$ cat config.mk
export PLATFORM = sky130hd
export DESIGN_NAME = script_command_line_tokenizer
export DESIGN_NICKNAME = d
export VERILOG_FILES = /design/src/rtl/sclt_pkg.sv /design/src/rtl/script_command_line_tokenizer.sv /design/src/rtl/sclt_cfg.sv /design/src/rtl/sclt_parse.sv
export SDC_FILE = /design/constraint.sdc
export NUM_CORES = 1
export LEC_CHECK = 0
export ABC_AREA = 1
export BUFFER_PORTS_ARGS = -buffer_cell sky130_fd_sc_hd__buf_2
export CAP_MARGIN = 20
export CORE_MARGIN = 2
export CORE_UTILIZATION = 28
export DETAILED_ROUTE_END_ITERATION = 10
export MAX_ROUTING_LAYER = met4
export RECOVER_POWER = 25
export SYNTH_ARGS = -nofsm -noshare
export SYNTH_HDL_FRONTEND = slang
export SYNTH_SLANG_ARGS = --single-unit
$ cat constraint.sdc
create_clock -name clk -period 4.8 [get_ports clk]
set_input_delay 0.48 -clock clk [delete_from_list [all_inputs] [get_ports clk]]
set_output_delay 0.48 -clock clk [all_outputs]
set_load 0.02 [all_outputs]
$ cat src/rtl/sclt_pkg.sv
// Shared types and constants for the script command line tokenizer.
// No dependencies; imported by every module of the block.
package sclt_pkg;

    localparam int COMMAND_MAX  = 63;
    localparam int ARGUMENT_MAX = 15;

    localparam logic [7:0] CH_NUL    = 8'h00;
    localparam logic [7:0] CH_TAB    = 8'h09;
    localparam logic [7:0] CH_SPACE  = 8'h20;
    localparam logic [7:0] CH_LPAREN = 8'h28;
    localparam logic [7:0] CH_RPAREN = 8'h29;
    localparam logic [7:0] CH_COMMA  = 8'h2C;
    localparam logic [7:0] CH_LBRACE = 8'h7B;
    localparam logic [7:0] CH_RBRACE = 8'h7D;

    localparam logic ADDR_CMD_LIMIT = 1'b0;
    localparam logic ADDR_ARG_LIMIT = 1'b1;

    typedef enum logic [2:0] {
        ROLE_WS     = 3'd0,
        ROLE_CMD    = 3'd1,
        ROLE_ARG    = 3'd2,
        ROLE_DELIM  = 3'd3,
        ROLE_IGNORE = 3'd4
    } role_t;

    typedef struct packed {
        logic [5:0] cmd_limit;
        logic [3:0] arg_limit;
    } limits_t;

    typedef struct packed {
        role_t      byte_role;
        logic       argument_begins;
        logic [3:0] argument_index;
        logic [3:0] argument_total;
        logic [5:0] command_length;
    } result_t;

endpackage

$ cat src/rtl/script_command_line_tokenizer.sv
// Top level of the script command line tokenizer: input register, parser, result register.
// Depends on sclt_pkg, sclt_cfg and sclt_parse.
//
// Usage:
//   s_axis carries one byte of a command line per request; s_axis_tlast marks the
//   final byte of the line, after which the parser returns to its start state.
//   m_axis returns one tagged result per byte, in order; m_axis_tlast copies the
//   input tlast.
//   The APB port holds the command length limit (offset 0x0) and the argument
//   limit (offset 0x4); write them only while no byte is in flight.
// Timing:
//   The byte lands in the input register at the handshake edge, and the phase logic
//   loads the result register from it at the first later edge on which the output
//   register is free (empty or being taken).
//   Throughput is one byte per cycle while m_axis_tready holds high; the phase walk is combinational.
// Reset:
//   rst_n clears both pipeline valids and the parse state; limits return to
//   31 command characters and 8 arguments.
// Backpressure:
//   When m_axis_tready is low the result holds, the input register keeps one
//   more byte, and s_axis_tready drops once both are full.
module script_command_line_tokenizer (
    input  logic        clk,
    input  logic        rst_n,
    input  logic        s_axis_tvalid,
    output logic        s_axis_tready,
    input  logic [7:0]  s_axis_tdata,   // [7:0] line_byte
    input  logic        s_axis_tlast,
    output logic        m_axis_tvalid,
    input  logic        m_axis_tready,
    output logic [23:0] m_axis_tdata,   // [2:0] byte_role, [3] argument_begins,
                                        // [7:4] argument_index, [11:8] argument_total,
                                        // [17:12] command_length, [23:18] zero
    output logic        m_axis_tlast,
    input  logic        psel,
    input  logic        penable,
    input  logic        pwrite,
    input  logic [2:0]  paddr,
    input  logic [31:0] pwdata,
    output logic [31:0] prdata,
    output logic        pready
);
    import sclt_pkg::*;

    limits_t    limits;
    result_t    parse_result;
    logic       in_valid_reg, in_valid_next;
    logic [7:0] in_byte_reg;
    logic       in_end_reg;
    logic       out_valid_reg, out_valid_next;
    result_t    out_result_reg;
    logic       out_last_reg;
    logic       out_free;
    logic       advance;
    logic       in_take;

    sclt_cfg u_cfg (
        .clk     (clk),
        .rst_n   (rst_n),
        .psel    (psel),
        .penable (penable),
        .pwrite  (pwrite),
        .paddr   (paddr),
        .pwdata  (pwdata),
        .prdata  (prdata),
        .pready  (pready),
        .limits  (limits)
    );

    sclt_parse u_parse (
        .clk       (clk),
        .rst_n     (rst_n),
        .advance   (advance),
        .line_byte (in_byte_reg),
        .line_end  (in_end_reg),
        .limits    (limits),
        .result    (parse_result)
    );

    assign out_free      = !out_valid_reg || m_axis_tready;
    assign advance       = in_valid_reg && out_free;
    assign s_axis_tready = !in_valid_reg || advance;
    assign in_take       = s_axis_tvalid && s_axis_tready;

    always_comb
    begin
        if (in_take)
            in_valid_next = 1'b1;
        else if (advance)
            in_valid_next = 1'b0;
        else
            in_valid_next = in_valid_reg;

        if (advance)
            out_valid_next = 1'b1;
        else if (m_axis_tready)
            out_valid_next = 1'b0;
        else
            out_valid_next = out_valid_reg;
    end

    always_ff @(posedge clk or negedge rst_n)
    begin
        if (!rst_n)
        begin
            in_valid_reg  <= 1'b0;
            out_valid_reg <= 1'b0;
        end
        else
        begin
            in_valid_reg  <= in_valid_next;
            out_valid_reg <= out_valid_next;
        end
    end

    always_ff @(posedge clk)
    begin
        if (in_take)
        begin
            in_byte_reg <= s_axis_tdata;
            in_end_reg  <= s_axis_tlast;
        end
        if (advance)
        begin
            out_result_reg <= parse_result;
            out_last_reg   <= in_end_reg;
        end
    end

    assign m_axis_tvalid = out_valid_reg;
    assign m_axis_tlast  = out_last_reg;
    assign m_axis_tdata  = {6'd0,
                            out_result_reg.command_length,
                            out_result_reg.argument_total,
                            out_result_reg.argument_index,
                            out_result_reg.argument_begins,
                            out_result_reg.byte_role};

    a_advance_fills_out: assert property (@(posedge clk) disable iff (!rst_n)
        advance |=> out_valid_reg)
        else $error("result register not loaded after advance");

    a_input_held: assert property (@(posedge clk) disable iff (!rst_n)
        in_valid_reg && !advance |=> in_valid_reg && $stable(in_byte_reg)
                                     && $stable(in_end_reg))
        else $error("pending input byte lost while output stalled");

    a_begin_role: assert property (@(posedge clk) disable iff (!rst_n)
        out_valid_reg && out_result_reg.argument_begins |->
            (out_result_reg.byte_role == ROLE_ARG || out_result_reg.byte_role == ROLE_DELIM)
            && (out_result_reg.argument_total == out_result_reg.argument_index + 4'd1))
        else $error("argument start with inconsistent role or count");

endmodule

$ cat src/rtl/sclt_cfg.sv
// APB register file holding the command length and argument limits.
// Depends on sclt_pkg.
module sclt_cfg (
    input  logic                clk,
    input  logic                rst_n,
    input  logic                psel,
    input  logic                penable,
    input  logic                pwrite,
    input  logic [2:0]          paddr,
    input  logic [31:0]         pwdata,
    output logic [31:0]         prdata,
    output logic                pready,
    output sclt_pkg::limits_t   limits
);
    import sclt_pkg::*;

    logic [5:0] cmd_limit_reg;
    logic [3:0] arg_limit_reg;
    logic       wr_en;

    assign pready = 1'b1;
    assign wr_en  = psel && penable && pwrite && pready;

    always_ff @(posedge clk or negedge rst_n)
    begin
        if (!rst_n)
        begin
            cmd_limit_reg <= 6'd31;
            arg_limit_reg <= 4'd8;
        end
        else if (wr_en)
        begin
            unique case (paddr[2])
                ADDR_CMD_LIMIT: cmd_limit_reg <= pwdata[5:0];
                ADDR_ARG_LIMIT: arg_limit_reg <= pwdata[3:0];
                default: ;
            endcase
        end
    end

    always_comb
    begin
        unique case (paddr[2])
            ADDR_CMD_LIMIT: prdata = {26'd0, cmd_limit_reg};
            ADDR_ARG_LIMIT: prdata = {28'd0, arg_limit_reg};
            default:        prdata = 32'd0;
        endcase
    end

    assign limits = '{cmd_limit: cmd_limit_reg, arg_limit: arg_limit_reg};

endmodule

$ cat src/rtl/sclt_parse.sv
// Parse state registers and the per-byte phase walk that tags one byte.
// Depends on sclt_pkg.
module sclt_parse (
    input  logic                clk,
    input  logic                rst_n,
    input  logic                advance,
    input  logic [7:0]          line_byte,
    input  logic                line_end,
    input  sclt_pkg::limits_t   limits,
    output sclt_pkg::result_t   result
);
    import sclt_pkg::*;

    typedef enum logic [11:0] {
        PH_LEAD        = 12'b0000_0000_0001,
        PH_CMD         = 12'b0000_0000_0010,
        PH_AFTER_CMD   = 12'b0000_0000_0100,
        PH_LIST_TOP    = 12'b0000_0000_1000,
        PH_ARG_START   = 12'b0000_0001_0000,
        PH_ARG_BODY    = 12'b0000_0010_0000,
        PH_AFTER_COMMA = 12'b0000_0100_0000,
        PH_SKIP        = 12'b0000_1000_0000,
        PH_BRACE_CHECK = 12'b0001_0000_0000,
        PH_BRACE_FIRST = 12'b0010_0000_0000,
        PH_BRACE_BODY  = 12'b0100_0000_0000,
        PH_DONE        = 12'b1000_0000_0000
    } phase_t;

    typedef struct packed {
        phase_t     phase;
        logic       taken;
        role_t      role;
        logic       begins;
        logic [3:0] idx;
        logic [5:0] cmd_cnt;
        logic [3:0] arg_cnt;
    } step_t;

    localparam int STEPS = 6;

    phase_t     phase_reg, phase_next;
    logic [5:0] cmd_cnt_reg, cmd_cnt_next;
    logic [3:0] arg_cnt_reg, arg_cnt_next;
    logic [5:0] cmd_lim;
    logic [3:0] arg_lim;
    step_t      walk [0:STEPS];

    assign cmd_lim = (int'(limits.cmd_limit) < COMMAND_MAX) ? limits.cmd_limit
                                                            : 6'(COMMAND_MAX);
    assign arg_lim = (int'(limits.arg_limit) < ARGUMENT_MAX) ? limits.arg_limit
                                                             : 4'(ARGUMENT_MAX);

    function automatic step_t step(step_t s, logic [7:0] c, logic [5:0] clim,
                                   logic [3:0] alim);
        step_t r;
        logic  blank;
        r        = s;
        r.role   = ROLE_IGNORE;
        r.begins = 1'b0;
        r.idx    = 4'd0;
        r.taken  = 1'b0;
        blank    = (c == CH_SPACE) || (c == CH_TAB);
        unique case (s.phase)
            PH_LEAD:
            begin
                if (blank)
                begin
                    r.role  = ROLE_WS;
                    r.taken = 1'b1;
                end
                else
                    r.phase = PH_CMD;
            end
            PH_CMD:
            begin
                if (c != CH_NUL && c != CH_LPAREN && c != CH_LBRACE && !blank
                    && s.cmd_cnt < clim)
                begin
                    r.cmd_cnt = s.cmd_cnt + 6'd1;
                    r.role    = ROLE_CMD;
                    r.taken   = 1'b1;
                end
                else
                    r.phase = PH_AFTER_CMD;
            end
            PH_AFTER_CMD:
            begin
                if (c == CH_LPAREN)
                begin
                    r.role  = ROLE_DELIM;
                    r.phase = PH_LIST_TOP;
                    r.taken = 1'b1;
                end
                else
                    r.phase = PH_BRACE_CHECK;
            end
            PH_LIST_TOP:
            begin
                if (c == CH_NUL)
                begin
                    r.phase = PH_DONE;
                    r.taken = 1'b1;
                end
                else if (c == CH_RPAREN || c == CH_LBRACE || s.arg_cnt >= alim)
                    r.phase = PH_SKIP;
                else
                    r.phase = PH_ARG_START;
            end
            PH_ARG_START:
            begin
                r.taken = 1'b1;
                if (blank)
                    r.role = ROLE_WS;
                else
                begin
                    r.idx     = s.arg_cnt;
                    r.arg_cnt = s.arg_cnt + 4'd1;
                    r.begins  = 1'b1;
                    r.role    = ROLE_DELIM;
                    if (c == CH_COMMA)
                        r.phase = PH_AFTER_COMMA;
                    else if (c == CH_RPAREN)
                        r.phase = PH_LIST_TOP;
                    else if (c == CH_NUL)
                        r.phase = PH_DONE;
                    else
                    begin
                        r.role  = ROLE_ARG;
                        r.phase = PH_ARG_BODY;
                    end
                end
            end
            PH_ARG_BODY:
            begin
                r.taken = 1'b1;
                r.idx   = s.arg_cnt - 4'd1;
                if (c == CH_COMMA)
                begin
                    r.role  = ROLE_DELIM;
                    r.phase = PH_AFTER_COMMA;
                end
                else if (c == CH_RPAREN)
                begin
                    r.role  = ROLE_DELIM;
                    r.phase = PH_LIST_TOP;
                end
                else if (c == CH_NUL)
                begin
                    r.idx   = 4'd0;
                    r.phase = PH_DONE;
                end
                else
                    r.role = ROLE_ARG;
            end
            PH_AFTER_COMMA:
            begin
                if (c == CH_RPAREN)
                begin
                    r.role  = ROLE_DELIM;
                    r.taken = 1'b1;
                end
                r.phase = PH_LIST_TOP;
            end
            PH_SKIP:
            begin
                if (c == CH_NUL)
                begin
                    r.phase = PH_DONE;
                    r.taken = 1'b1;
                end
                else if (c == CH_RPAREN)
                begin
                    r.role  = ROLE_DELIM;
                    r.phase = PH_BRACE_CHECK;
                    r.taken = 1'b1;
                end
                else if (c == CH_LBRACE)
                    r.phase = PH_BRACE_CHECK;
                else
                    r.taken = 1'b1;
            end
            PH_BRACE_CHECK:
            begin
                if (c == CH_LBRACE && s.arg_cnt < alim)
                begin
                    r.role  = ROLE_DELIM;
                    r.phase = PH_BRACE_FIRST;
                    r.taken = 1'b1;
                end
                else
                    r.phase = PH_DONE;
            end
            PH_BRACE_FIRST:
            begin
                r.taken = 1'b1;
                if (c == CH_NUL)
                    r.phase = PH_DONE;
                else
                begin
                    r.idx     = s.arg_cnt;
                    r.arg_cnt = s.arg_cnt + 4'd1;
                    r.begins  = 1'b1;
                    if (c == CH_RBRACE)
                    begin
                        r.role  = ROLE_DELIM;
                        r.phase = PH_DONE;
                    end
                    else
                    begin
                        r.role  = ROLE_ARG;
                        r.phase = PH_BRACE_BODY;
                    end
                end
            end
            PH_BRACE_BODY:
            begin
                r.taken = 1'b1;
                r.idx   = s.arg_cnt - 4'd1;
                if (c == CH_RBRACE)
                begin
                    r.role  = ROLE_DELIM;
                    r.phase = PH_DONE;
                end
                else if (c == CH_NUL)
                begin
                    r.idx   = 4'd0;
                    r.phase = PH_DONE;
                end
                else
                    r.role = ROLE_ARG;
            end
            default:
            begin
                r.phase = PH_DONE;
                r.taken = 1'b1;
            end
        endcase
        return r;
    endfunction

    // a byte passes through at most five phases before it is taken
    always_comb
    begin
        walk[0] = '{phase: phase_reg, taken: 1'b0, role: ROLE_IGNORE, begins: 1'b0,
                    idx: 4'd0, cmd_cnt: cmd_cnt_reg, arg_cnt: arg_cnt_reg};
        for (int k = 0; k < STEPS; k++)
            walk[k+1] = walk[k].taken ? walk[k] : step(walk[k], line_byte, cmd_lim, arg_lim);
    end

    always_comb
    begin
        if (line_end)
        begin
            phase_next   = PH_LEAD;
            cmd_cnt_next = 6'd0;
            arg_cnt_next = 4'd0;
        end
        else
        begin
            phase_next   = walk[STEPS].phase;
            cmd_cnt_next = walk[STEPS].cmd_cnt;
            arg_cnt_next = walk[STEPS].arg_cnt;
        end
    end

    always_ff @(posedge clk or negedge rst_n)
    begin
        if (!rst_n)
        begin
            phase_reg   <= PH_LEAD;
            cmd_cnt_reg <= 6'd0;
            arg_cnt_reg <= 4'd0;
        end
        else if (advance)
        begin
            phase_reg   <= phase_next;
            cmd_cnt_reg <= cmd_cnt_next;
            arg_cnt_reg <= arg_cnt_next;
        end
    end

    assign result = '{byte_role:       walk[STEPS].role,
                      argument_begins: walk[STEPS].begins,
                      argument_index:  walk[STEPS].idx,
                      argument_total:  walk[STEPS].arg_cnt,
                      command_length:  walk[STEPS].cmd_cnt};

endmodule
### Word-level counts from Yosys, hierarchy flattened

Index checks and enable logic that the tools add are counted.

| word-level totals | value |
|---|---|
| output and inout port bits | 60 |
| memory bits (read-only) | 0 |
| word-level logic and storage cells | 384 |
| bits in registers | 62 |
| input port bits | 51 |
| memories kept | 0 |
| bits in latches | 0 |
| memory bits (writable) | 0 |

| cells by class | value |
|---|---|
| muxes and demuxes | 217 |
| multipliers | 0 |
| add/sub/neg operators | 18 |
| reduce and logical (&&, ||, !) cells | 38 |
| bitwise logic cells | 1 |
| div/mod/pow operators | 0 |
| shift-type cells | 0 |
| eq/ne operators | 75 |
| $lt $le $gt $ge | 20 |

Operators by type and width:

| operator | number |
|---|---|
| $pmux 13 s11 | 6 |
| $mux 12 | 66 |
| $mux 4 | 53 |
| $pmux 3 s10 | 6 |
| $mux 13 | 12 |
| $mux 31 | 5 |
| $mux 8 | 12 |
| $pmux 4 s4 | 6 |
| $mux 6 | 14 |
| $eq 12x1->1 const B | 6 |
| $eq 12x10->1 const B | 6 |
| $eq 12x11->1 const B | 6 |
| $eq 12x2->1 const B | 6 |
| $eq 12x3->1 const B | 6 |
| $eq 12x4->1 const B | 6 |
| $eq 12x5->1 const B | 6 |
| $eq 12x6->1 const B | 6 |
| $eq 12x7->1 const B | 6 |
| $eq 12x8->1 const B | 6 |
| $eq 12x9->1 const B | 6 |
| $pmux 32 s2 | 1 |
| $pmux 4 s2 | 6 |
| $add 6x1->6 const B | 6 |
| $lt 6x6->1 | 6 |
| other kinds (24) | 104 |

### Logic depth before layout (Yosys ltp)

| depth | value |
|---|---|
| depth after elaboration | 37 |
| depth in mapped cells | 41 |
| depth with buffers taken out | 41 |

### By module

From an unflattened synthesis, not the netlist that was laid out.

| unflattened totals | value |
|---|---|
| cells, all modules | 864 |
| area, all modules | 6,208.5 um2 |

Modules (own cells, without submodules):

| module | cells an instance | times used | sequential area each (um2) | area an instance (um2) |
|---|---|---|---|---|
| sclt_parse | 724 | 1 | 551.8 | 4,523.1 |
| script_command_line_tokenizer | 47 | 1 | 890.9 | 984.7 |
| sclt_cfg | 93 | 1 | 257.7 | 700.7 |

### Worst setup path before layout

Ideal clock, no wire load.

| timing path | value |
|---|---|
| path kind | register to register |
| from | register u_cfg.cmd_limit_reg[1] |
| to | register out_result_reg (netlist bit m_axis_tdata[2]) (data pin) |
| library setup time | 259 ps |
| cell stages (with the launch flop) | 37 |
| buffers on the path | 0 |
| clock period less this slack | 4,900 ps |
| arrival | 4,641 ps |
| data required time | 4,541 ps |
| setup slack | -100 ps |
| cell sequence | dfstp_2 inv_1 ha_1 a21oi_1 nor2_1 nor2_2 nand3_4 inv_2 nand2_2 nor3_1 xor2_4 ha_1 nand2_1 inv_1 nand3_1 nor2_2 nor2_4 nand2_1 nand2_1 nor2_1 nand4_2 inv_2 nand2_4 nor2_4 o21a_2 inv_1 ha_1 a21oi_1 inv_1 a31oi_1 nand2_1 nor2_1 inv_1 nor2_1 inv_2 nand3b_1 nand3_1 |

RTL lines:

| what | RTL line | source |
|---|---|---|
| start, declared | sclt_cfg.sv:17 | `logic [5:0] cmd_limit_reg;` |
| start signal, assigned | sclt_cfg.sv:34 | `ADDR_CMD_LIMIT: cmd_limit_reg <= pwdata[5:0];` |
| end signal, assigned | script_command_line_tokenizer.sv:125 | `out_result_reg <= parse_result;` |
| end, declared | script_command_line_tokenizer.sv:51 | `result_t out_result_reg;` |

==> results.sh <==
export IMPL_drtIter0Drc=471
export IMPL_ys_ff_latch=62
export IMPL_seq_area_frac_synth=0.2731
export IMPL_port_buffers=49
export IMPL_grt_ovfl_total=0
export IMPL_p_leak_nw=4.406
export IMPL_clock_fmax_mhz=211.7
export IMPL_initial_core_util=0.2853
export IMPL_grt_max_degree=37
export IMPL_fillers=2270
export IMPL_die_width_um=153.1
export IMPL_cpMostUsedCell="nor2_1"
export IMPL_endpoint_kind="flip-flop"
export IMPL_async_flop_share=0.5484
export IMPL_syn_inst=864
export IMPL_hold_viol=0
export IMPL_worst_path_buf_inv=7
export IMPL_cts_buffers=9
export IMPL_pre_cts_slack_ns=-0.1505
export IMPL_critPathKind="flip-flop to flip-flop"
export IMPL_core_um2=21820
export IMPL_grt_pass1_vias=6170
export IMPL_clock_sinks=62
export IMPL_whs_ns=0.3027
export IMPL_antenna_left=0
export IMPL_cp_slowest_cell="edfxtp_1"
export IMPL_worstPathRequired_ns=4.91
export IMPL_seq_area_um2=1700
export IMPL_synth_main_ff_cell="edfxtp_1"
export IMPL_startpoint_type="flip-flop"
export IMPL_cp_depth=32
export IMPL_fin_skew_ns=0.01196
export IMPL_hpwl_um=15960
export IMPL_grt_usage=0.1803
export IMPL_timing_rr_start="in_byte_reg[2]"
export IMPL_ctsRootBufferMaster="clkbuf_16"
export IMPL_synth_edf_count=28
export IMPL_final_common_cell="nand2_1"
export IMPL_period_needed_ns=4.723
export IMPL_setup_viol=0
export IMPL_yosysUniqueCellTypes=63
export IMPL_area_growth_synth_to_final_pct=32.62
export IMPL_routedWlPerCell_um=15.24
export IMPL_violations="max-capacitance violations, max-slew violations"
export IMPL_antenna_found_initial=0
export IMPL_route_detailed_drc=0
export IMPL_power_mw=2.605
export IMPL_drtPass1Iterations=5
export IMPL_vias=6450
export IMPL_yosysWarnings=0
export IMPL_path_max_fanout=6
export IMPL_hold_buffers=0
export IMPL_layout_nets=1153
export IMPL_cts_path_max_buffers=2
export IMPL_drv_slew=35
export IMPL_routed_wl_um=20410
export IMPL_synthesis_area_um2=6226
export IMPL_htree_num_levels=3
export IMPL_largest_reg_flops=18
export IMPL_rsz0062_at_grt="true"
export IMPL_row_count=54
export IMPL_finalCritPeriodShare=0.9840
export IMPL_crit_path_max_incr_delay_ns=0.42
export IMPL_fin_ws_ns=0.07673
export IMPL_critical_path_endpoint="m_axis_tdata[2]"
export IMPL_gp_congestion=0.9451
export IMPL_drive_above_1_share=0.3267
export IMPL_power_density_nw_per_um2=315.4
export IMPL_tightestPinTransition_ns=2.140
export IMPL_chipHeight_um=153.1
export IMPL_rr_worst_depth=32
export IMPL_io_pins=111
export IMPL_die_area_um2=23440
export IMPL_clk_pin_slew_worst_paths_ns=0.06
export IMPL_multi_input_area_um2=3991
export IMPL_vias_per_cell=4.817
export IMPL_cts_tree="yes"
export IMPL_hp_class="primary input to flip-flop"
export IMPL_critPathLaunch="in_byte_reg[2]"
export IMPL_grt_pass1_wl_um=32260
export IMPL_avgSynthCellArea_um2=7.206
export IMPL_mostFrequentLayoutCells="nand2_1 (151), buf_4 (138), inv_1 (135)"
export IMPL_status="complete, but fails checks"
export IMPL_slew_headroom=-0.4270
export IMPL_cp_arrival_ns=4.83
export IMPL_r2r_setup_slack_ns=0.08
export IMPL_peakVddDrop_v=0.0002056
export IMPL_antenna_cells=0
export IMPL_clkLatencyLatePin_ns=0.36
export IMPL_cap_viol_max_count=1
export IMPL_path_delay_family="simple AND/OR/NAND/NOR gates"
export IMPL_r2r_end="m_axis_tdata[2]"
==> worst register-to-register path, delay by kind of cell (launching register included) <==
family | cells | cell delay [ns]
adder cells (fa/ha/maj) | 3 | 0.72
flip-flops | 1 | 0.42
AND/OR/NAND/NOR | 16 | 1.79
buffers and inverters | 7 | 0.72
AO/OA/AOI/OAI | 6 | 0.85
==> through the flow <==
stage            util  cell area, um^2  cells  setup TNS [ns]
2_1_floorplan       -             6347    895               0
3_3_place_gp   0.3437             7501   1295         -0.5210
3_5_place_dp   0.3437             7501   1295         -0.5443
4_1_cts        0.3695             8063   1335               0
5_1_grt        0.3783             8257   1339         -0.9094
6_report       0.3783             8257   1339               0
==> what timing repair did <==
action / in CTS / in global routing
setup endpoints to repair: 5 / 6
buffers inserted: 24 / 6
gates resized for setup: 20 / 46
pin swaps: 19 / 37
==> per-layer routing <==
layer / vias to the layer above / share of wire / track usage / wire [um]
li1: 3178 / - / - / -
met1: 2998 / 0.44 / 0.2232 / 8928
met2: 213 / 0.47 / 0.2872 / 9553
met3: 61 / 0.052 / 0.03119 / 1068
met4: 0 / 0.042 / 0.08245 / 858
met5: - / 0 / - / 0
==> cell type report <==
cell class / count / area share
clock inverter: 7 / 0.008789
timing repair buffer: 189 / 0.1578
sequential: 62 / 0.2059
clock buffer: 9 / 0.02728
inverter: 162 / 0.07441
tap: 280 / 0.04243
multi-input combinational: 630 / 0.4834
==> report_power, final <==
group / total, mW / switching, mW / internal, mW
sequential: 0.688 / 0.0403 / 0.648
clock: 0.694 / 0.291 / 0.403
combinational: 1.22 / 0.747 / 0.476
==> synthesized netlist by cell type (9+ instances only) <==
library cell  number  area [um^2]
nand2_2           13        81.33
nor2_1            76        285.3
dfrtp_1           27        675.7
edfxtp_1          28        840.8
xor2_1            11        96.34
inv_1            142        533.0
o21ai_0           50        250.2
nand2_1          158        593.1
nor3_1            12        60.06
nor2_4            11        123.9
a21oi_1           33        165.2
o21ai_1            9        45.04
inv_2             16        60.06
nor2_2            11        68.82
buf_4             34        255.2
nand4_1           14        87.58
nand3_1           53        265.3
o22ai_1           15        93.84
ha_1              48        600.6
==> worst min-delay path by stage <==
stage                               start                     end  depth (start not counted)
after global routing      s_axis_tdata[4]          in_byte_reg[4]                          1
after CTS                           rst_n  u_parse.cmd_cnt_reg[1]                          1
after global placement         in_end_reg            m_axis_tlast                          0
after detailed placement       in_end_reg            m_axis_tlast                          0
after floorplan                     rst_n            in_valid_reg                          0
final                     s_axis_tdata[4]          in_byte_reg[4]                          1
==> logic make-up (layout without fill, tap and decap cells) <==
kind of cell / Yosys count / after routing / share of synthesized area
adders and majority gates: 48 / 48 / 0.09646
buffers and inverters: 203 / 367 / 0.1437
and+or+nand+nor: 381 / 381 / 0.3051
other: 2 / 33 / 0.001206
xor gates and xnor gates: 19 / 19 / 0.03215
AOI/OAI and AO/OA: 149 / 149 / 0.1483
DFF: 62 / 62 / 0.2731
Note: power is estimated with default switching activity, not from simulation.
